**config.mk**
```make
export PLATFORM = sky130hd
export DESIGN_NAME = insertion_sort_ascending_core_flat
export DESIGN_NICKNAME = d
export VERILOG_FILES = /design/src/rtl/core/isort_pkg.sv /design/src/rtl/core/isort_chan_if.sv /design/src/rtl/core/isort_cell.sv /design/src/rtl/core/insertion_sort_ascending_core.sv /design/src/flat_wrapper.sv
export SDC_FILE = /design/constraint.sdc
export NUM_CORES = 2
export LEC_CHECK = 0
export ABC_AREA = 1
export BUFFER_PORTS_ARGS = -buffer_cell sky130_fd_sc_hd__buf_2
export CAP_MARGIN = 20
export CORE_MARGIN = 10
export CORE_UTILIZATION = 40
export DETAILED_ROUTE_END_ITERATION = 10
export GPL_ROUTABILITY_DRIVEN = 1
export PLACE_DENSITY = 0.53
export RECOVER_POWER = 50
export SYNTH_ARGS = -nofsm -noshare
export SYNTH_HDL_FRONTEND = slang
export SYNTH_SLANG_ARGS = --single-unit
```
**constraint.sdc**
```tcl
create_clock -name clock -period 4.7 [get_ports clock]
set_clock_uncertainty 0.05 [all_clocks]
set_input_delay 0.705 -clock clock [delete_from_list [all_inputs] [get_ports clock]]
set_output_delay 0.705 -clock clock [all_outputs]
set_load 0.01 [all_outputs]
```
**src/rtl/core/isort_pkg.sv**
```systemverilog
// Shared types and constants for the insertion sort core.
// No dependencies; compile this file first.
package isort_pkg;

   localparam int VALUE_W = 32;

   typedef logic signed [VALUE_W-1:0] value_type;

   // Per-cycle command broadcast to every cell of the chain
   typedef struct packed {
      logic insert;   // place the key into the sorted row
      logic drain;    // shift the row one place toward cell 0
   } cell_ctrl_type;

endpackage

```
**src/rtl/core/isort_chan_if.sv**
```systemverilog
// Valid/ready channel interfaces for the insertion sort core.
// Depends on isort_pkg.
interface isort_req_if import isort_pkg::*; ();
   logic      valid;
   logic      ready;
   value_type value;
   logic      end_of_set;

   modport source (output valid, output value, output end_of_set, input ready);
   modport sink   (input valid, input value, input end_of_set, output ready);
endinterface

interface isort_rsp_if import isort_pkg::*; ();
   logic      valid;
   logic      ready;
   value_type sorted_value;
   logic      last_out;
   logic      overflowed;

   modport source (output valid, output sorted_value, output last_out,
                   output overflowed, input ready);
   modport sink   (input valid, input sorted_value, input last_out,
                   input overflowed, output ready);
endinterface

```
**src/rtl/core/isort_cell.sv**
```systemverilog
// One compare-and-shift cell of the sorting chain.
// Depends on isort_pkg.
module isort_cell import isort_pkg::*; (
   input  logic          clock,
   input  cell_ctrl_type ctrl,
   input  value_type     key,
   input  logic          occupied,
   input  value_type     left_value,
   input  logic          left_greater,
   input  logic          left_occupied,
   input  value_type     right_value,
   output value_type     value,
   output logic          greater
);

   value_type value_ff;
   value_type value_in;

   // Flag an entry that must move up to make room for the key
   assign greater = occupied && (value_ff > key);
   assign value   = value_ff;

   // Take from the left neighbor, take the key, drain from the right, or hold
   always_comb begin
      value_in = value_ff;
      if (ctrl.insert) begin
         if (left_greater) begin
            value_in = left_value;
         end else if (left_occupied && (greater || !occupied)) begin
            value_in = key;
         end
      end else if (ctrl.drain) begin
         value_in = right_value;
      end
   end

   always_ff @(posedge clock) begin
      value_ff <= value_in;
   end

endmodule

```
**src/rtl/core/insertion_sort_ascending_core.sv**
```systemverilog
// Top level of the insertion sort core: cell chain, fill count and emit control.
// Depends on isort_pkg, isort_chan_if and isort_cell.
//
//   Channel   Dir  Handshake        Payload
//   req_chan  in   valid / ready    value, end_of_set
//   rsp_chan  out  valid / ready    sorted_value, last_out, overflowed
//
// Each accepted beat is loaded at once: every cell compares the key and
// the row shifts up in that same cycle. On an end_of_set beat the core stops
// taking beats and streams the set from cell 0, one result per cycle, the row
// draining toward cell 0 on each accepted result; a stalled result holds.
// Synchronous active-high reset clears the fill count, overflow flag and phase.
module insertion_sort_ascending_core import isort_pkg::*; #(
   parameter int MAX_ITEMS = 16
) (
   input logic       clock,
   input logic       reset,
   isort_req_if.sink   req_chan,
   isort_rsp_if.source rsp_chan
);

   localparam int CNT_W = $clog2(MAX_ITEMS + 1);

   localparam logic PH_LOAD = 1'b0;
   localparam logic PH_EMIT = 1'b1;

   logic             phase_ff, phase_in;
   logic [CNT_W-1:0] count_ff, count_in;
   logic             ovf_ff, ovf_in;

   cell_ctrl_type ctrl;
   logic          req_fire, rsp_fire, full;

   value_type cell_value [MAX_ITEMS];
   logic      cell_greater [MAX_ITEMS];
   logic      cell_occupied [MAX_ITEMS];

   assign full     = (count_ff == CNT_W'(MAX_ITEMS));
   assign req_fire = req_chan.valid && req_chan.ready;
   assign rsp_fire = rsp_chan.valid && rsp_chan.ready;

   assign req_chan.ready = (phase_ff == PH_LOAD);

   // Drive the head cell onto the result channel while emitting
   assign rsp_chan.valid        = (phase_ff == PH_EMIT);
   assign rsp_chan.sorted_value = cell_value[0];
   assign rsp_chan.last_out     = (count_ff == CNT_W'(1));
   assign rsp_chan.overflowed   = ovf_ff;

   assign ctrl.insert = req_fire && !full;
   assign ctrl.drain  = rsp_fire;

   // Build the chain; the ends see a fixed neighbor
   for (genvar i = 0; i < MAX_ITEMS; i++) begin : g_cell
      value_type left_value, right_value;
      logic      left_greater, left_occupied;

      assign cell_occupied[i] = (count_ff > CNT_W'(i));

      if (i == 0) begin : g_head
         assign left_value    = '0;
         assign left_greater  = 1'b0;
         assign left_occupied = 1'b1;
      end else begin : g_body
         assign left_value    = cell_value[i-1];
         assign left_greater  = cell_greater[i-1];
         assign left_occupied = cell_occupied[i-1];
      end

      if (i == MAX_ITEMS - 1) begin : g_tail
         assign right_value = '0;
      end else begin : g_inner
         assign right_value = cell_value[i+1];
      end

      isort_cell u_cell (
         .clock         (clock),
         .ctrl          (ctrl),
         .key           (req_chan.value),
         .occupied      (cell_occupied[i]),
         .left_value    (left_value),
         .left_greater  (left_greater),
         .left_occupied (left_occupied),
         .right_value   (right_value),
         .value         (cell_value[i]),
         .greater       (cell_greater[i])
      );
   end

   // Advance fill count, overflow flag and phase
   always_comb begin
      phase_in = phase_ff;
      count_in = count_ff;
      ovf_in   = ovf_ff;
      case (phase_ff)
         PH_LOAD: begin
            if (req_fire) begin
               if (full) begin
                  ovf_in = 1'b1;
               end else begin
                  count_in = count_ff + CNT_W'(1);
               end
               if (req_chan.end_of_set) begin
                  phase_in = PH_EMIT;
               end
            end
         end
         PH_EMIT: begin
            if (rsp_fire) begin
               count_in = count_ff - CNT_W'(1);
               if (count_ff == CNT_W'(1)) begin
                  phase_in = PH_LOAD;
                  ovf_in   = 1'b0;
               end
            end
         end
         default: begin
            phase_in = PH_LOAD;
         end
      endcase
   end

   always_ff @(posedge clock) begin
      if (reset) begin
         phase_ff <= PH_LOAD;
         count_ff <= '0;
         ovf_ff   <= 1'b0;
      end else begin
         phase_ff <= phase_in;
         count_ff <= count_in;
         ovf_ff   <= ovf_in;
      end
   end

endmodule
```
**src/flat_wrapper.sv**
```systemverilog
// flat-port wrapper written by rule: the top's interface ports become plain ports
module insertion_sort_ascending_core_flat import isort_pkg::*;
#(
   parameter int MAX_ITEMS = 16
)
  (clock, reset, req_chan_valid, req_chan_value, req_chan_end_of_set, req_chan_ready, rsp_chan_valid, rsp_chan_sorted_value, rsp_chan_last_out, rsp_chan_overflowed, rsp_chan_ready);
  isort_req_if req_chan_i ();
  isort_rsp_if rsp_chan_i ();
  input logic clock;
  input logic reset;
  input wire logic [$bits(req_chan_i.valid)-1:0] req_chan_valid;
  input wire logic [$bits(req_chan_i.value)-1:0] req_chan_value;
  input wire logic [$bits(req_chan_i.end_of_set)-1:0] req_chan_end_of_set;
  output wire logic [$bits(req_chan_i.ready)-1:0] req_chan_ready;
  output wire logic [$bits(rsp_chan_i.valid)-1:0] rsp_chan_valid;
  output wire logic [$bits(rsp_chan_i.sorted_value)-1:0] rsp_chan_sorted_value;
  output wire logic [$bits(rsp_chan_i.last_out)-1:0] rsp_chan_last_out;
  output wire logic [$bits(rsp_chan_i.overflowed)-1:0] rsp_chan_overflowed;
  input wire logic [$bits(rsp_chan_i.ready)-1:0] rsp_chan_ready;
  assign req_chan_i.valid = req_chan_valid;
  assign req_chan_i.value = req_chan_value;
  assign req_chan_i.end_of_set = req_chan_end_of_set;
  assign req_chan_ready = req_chan_i.ready;
  assign rsp_chan_valid = rsp_chan_i.valid;
  assign rsp_chan_sorted_value = rsp_chan_i.sorted_value;
  assign rsp_chan_last_out = rsp_chan_i.last_out;
  assign rsp_chan_overflowed = rsp_chan_i.overflowed;
  assign rsp_chan_i.ready = rsp_chan_ready;
  insertion_sort_ascending_core #(.MAX_ITEMS(MAX_ITEMS)) u_core (.clock(clock), .reset(reset), .req_chan(req_chan_i), .rsp_chan(rsp_chan_i));
endmodule
```
==> run_results.csv <==
group,metric,value,unit
sta,max-slew-margin-rel,0.757,%
critical_path,cp.required,5.15,ns
finish,layout_common_cells,"nand2_1, inv_1, ha_1",
cts,clk_path_buf_depth,3,
sta,fin_setup_tns,0,ns
floorplanning,die_x,341,µm
status,violations,"max-capacitance violations",
logic_synthesis,synth.area.top_cells,"edfxtp_1, nand2_1, ha_1",
critical_path,rrSetupSlack,0.65,ns
finish,final_cell_area,45200,µm²
finish,area_growth_syn_to_layout,9.81,%
logic_synthesis,synth_xor_area_share,0.0213,%
pwr,p_leak,23.6,nW
logic_synthesis,synth_seq_cells,519,
sta,fin_hold_ws,0.195,ns
logic_synthesis,ys_seq_area_share,37.7,%
critical_path,r2r_cells,9,
min_path,hold_path_class,"input port to register",
critical_path,cp-end-kind,"register",
floorplanning,rows,117,
critical_path,crit_fanout,52,
route,first_pass_iters,5,
global_route,antenna_found_initial,1,
run,cap_viol_max_count,1,
route,ant_nets,0,
critical_path,worstSetupPathType,"register to register",
sta,setup_violations,0,
logic_synthesis,synthAdderAreaFrac,15.7,%
sta,finalHoldViolCount,0,
critical_path,worstReg2RegEnd,"u_core.g_cell[8].u_cell.value[5]$_DFFE_PP_",
logic_synthesis,syn_avg_cell_area,7.57,µm²
logic_synthesis,muxShareOfSynthArea,0,%
global_route,grtUsageTotal,21.2,%
logic_synthesis,netlist_area,41100,µm²
min_path,hp-start,"reset",
route,drt-total-wl,126000,µm
route,vias,35300,
floorplanning,core_area,102000,µm²
pwr,power_density,387,nW/µm²
logic_synthesis,synth_top_area_cell,"edfxtp_1",
cts,insertion_delay,0.64,ns
cts,numCtsBuffers,68,
cts,cts_resized,0,
cts,post-cts-setup-buffers,0,
critical_path,crit_arrival,4.49,ns
floorplanning,die_y,341,µm
logic_synthesis,synth_nets,5991,
logic_synthesis,synth_top_family_by_area,"simple AND/OR/NAND/NOR gates",
logic_synthesis,synth_compound_area_share,6.64,%
logic_synthesis,synth_cell_types,42,
min_path,hold_path_depth,2,
floorplanning,initial_utilization,40.4,%
cts,h-tree-depth,3,
sta,max_freq,247,MHz
cts,cts_tree,"yes",
sta,drv_slew,0,
placed_design,gp_congestion,0.852,
global_route,grt_pass1_vias,35000,
critical_path,start_kind,"register",
cts,cts_root_buf,"clkbuf_16",
logic_synthesis,yosys_warnings,0,
placed_design,hpwlAfterDp,98900,µm
sta,worst_pin_slew,1.49,ns
cts,clkSinkCount,519,
status,status,"finished, violations left",
critical_path,r2r-start,"u_core.count_ff[0]$_SDFFE_PP0P_",
global_route,grt_pass1_wl,200000,µm
sta,min_period_over_period,86.1,%
floorplanning,ios,73,
global_route,gr-total-overflow,0,
route,wl_per_cell,18.3,µm
pwr,finalPower,0.0175,W
cts,clkTransAtPathRegs,0.06,ns
placed_design,place_area,43200,µm²
logic_synthesis,synthSimpleGateAreaFrac,31.4,%
cts,ctsHoldBuffers,0,
route,drt_iter0_drc,2346,
pwr,vdd_drop_max,245,µV
finish,layout_commonest_cell,"nand2_1",
route,viasPerCell,5.13,
global_route,grt_max_degree,124,
logic_synthesis,netlist_instances,5437,
sta,rsz0062_at_grt,"false",
route,drc_errors,0,
min_path,min_to,"u_core.rsp_chan.overflowed$_SDFFE_PP0P_",
placed_design,port_buffers,72,
finish,fin_nets,6026,
finish,drive_gt1_share,5.49,%
logic_synthesis,synth_top_cell_area_share,37.4,%
sta,fin_crit,4.05,ns
floorplanning,die_area,116000,µm²
[power breakdown]
| group | internal (W) | switching, W | total, W |
|---|---|---|---|
| Clock | 0.00296 | 0.00214 | 0.00510 |
| Combinational | 0.00181 | 0.00377 | 0.00558 |
| Sequential | 0.00622 | 0.000592 | 0.00682 |
| Total | 0.0110 | 0.00650 | 0.0175 |
[kinds of logic after synthesis]
family	count (synthesis)
buf+inv	841
compound gates	509
xor+xnor	1
flops	519
fa+ha+maj	517
simple gates	3050
[worst max-delay path, cell delays in order (launching register included)]
cell,delay (ns)
dfxtp_1,0.42
inv_1,0.12
ha_1,0.26
nand3_1,0.16
nand2_4,0.23
inv_2,1.11
nand2_1,0.98
nand2_1,0.25
o21ai_1,0.12
nand2_1,0.11
[final cells by class]
class | instances | area [µm²]
Timing Repair Buffer | 222 | 1560
Clock inverter | 37 | 258
Multi-Input combinational cell | 4077 | 22100
Clock buffer | 84 | 1830
Tap cell | 1368 | 1710
Inverter | 584 | 2190
Antenna cell | 3 | 7.51
Sequential cell | 519 | 15500
Fill cell | 10600 | 56700
[cell usage after synthesis]
master,instances
nor2_1,197
a221oi_1,1
nand3_4,4
nand4_1,409
nor3_1,13
nand3_1,92
inv_2,4
a21o_1,5
nand3_2,8
buf_4,34
edfxtp_1,512
clkbuf_2,3
a31oi_1,1
ha_1,517
o21ai_0,116
nand2_2,12
nor4_4,1
nor2_2,2
o311a_1,1
o31ai_1,1
buf_6,15
xor2_1,1
dfxtp_1,7
nand4_2,6
nor4_1,1
nor4_2,6
a211oi_1,1
clkbuf_1,116
nor3b_1,6
o21ai_2,1
o21bai_1,22
buf_1,4
buf_2,85
inv_1,580
nand3b_1,1
o21a_1,30
nor2_4,1
a21oi_1,247
o21ai_1,73
nand2_1,2290
nand2_4,1
o211ai_1,10
[registers in the layout (all words and copies together) (netlist names)]
name and flops:
u_core.count_ff 5, u_core.g_cell.u_cell.value 512, u_core.rsp_chan.valid 1, u_core.rsp_chan.overflowed 1
[through the flow]
| step | std cells | setup slack (ns) | util, % |
|---|---|---|---|
| after floorplan | 5437 | 0.934 | - |
| final | 6894 | 0.654 | 44.3 |
| after detailed placement | 6770 | 0.221 | 42.4 |
| after global placement | 6769 | 0.264 | 42.4 |
| after CTS | 6891 | 0.898 | 44.5 |
| after global routing | 6892 | 0.400 | 44.3 |
[worst max-delay path by stage]
| stage | start | endpoint | slack [ns] | depth (start not counted) |
|---|---|---|---|---|
| global placement | req_chan_value[30] | u_core.g_cell[6].u_cell.value[2]$_DFFE_PP_ | 0.26 | 14 |
| floorplan | req_chan_value[31] | u_core.g_cell[6].u_cell.value[0]$_DFFE_PP_ | 0.93 | 10 |
| CTS | req_chan_value[30] | u_core.g_cell[6].u_cell.value[27]$_DFFE_PP_ | 0.90 | 14 |
| global route | u_core.count_ff[0]$_SDFFE_PP0P_ | u_core.g_cell[8].u_cell.value[14]$_DFFE_PP_ | 0.40 | 9 |
| detailed placement | req_chan_value[30] | u_core.g_cell[6].u_cell.value[2]$_DFFE_PP_ | 0.22 | 14 |
| finish | u_core.count_ff[0]$_SDFFE_PP0P_ | u_core.g_cell[8].u_cell.value[5]$_DFFE_PP_ | 0.65 | 9 |
[metal layers]
layer | vias up | global-route usage (%) | routed length (µm)
met5 | - | 0 | 0
met4 | 0 | 4.21 | 2280
met3 | 123 | 2.50 | 5530
met2 | 745 | 34.9 | 56800
met1 | 16200 | 29.8 | 61500
li1 | 18200 | - | -
(Power assumes the default switching activity.)
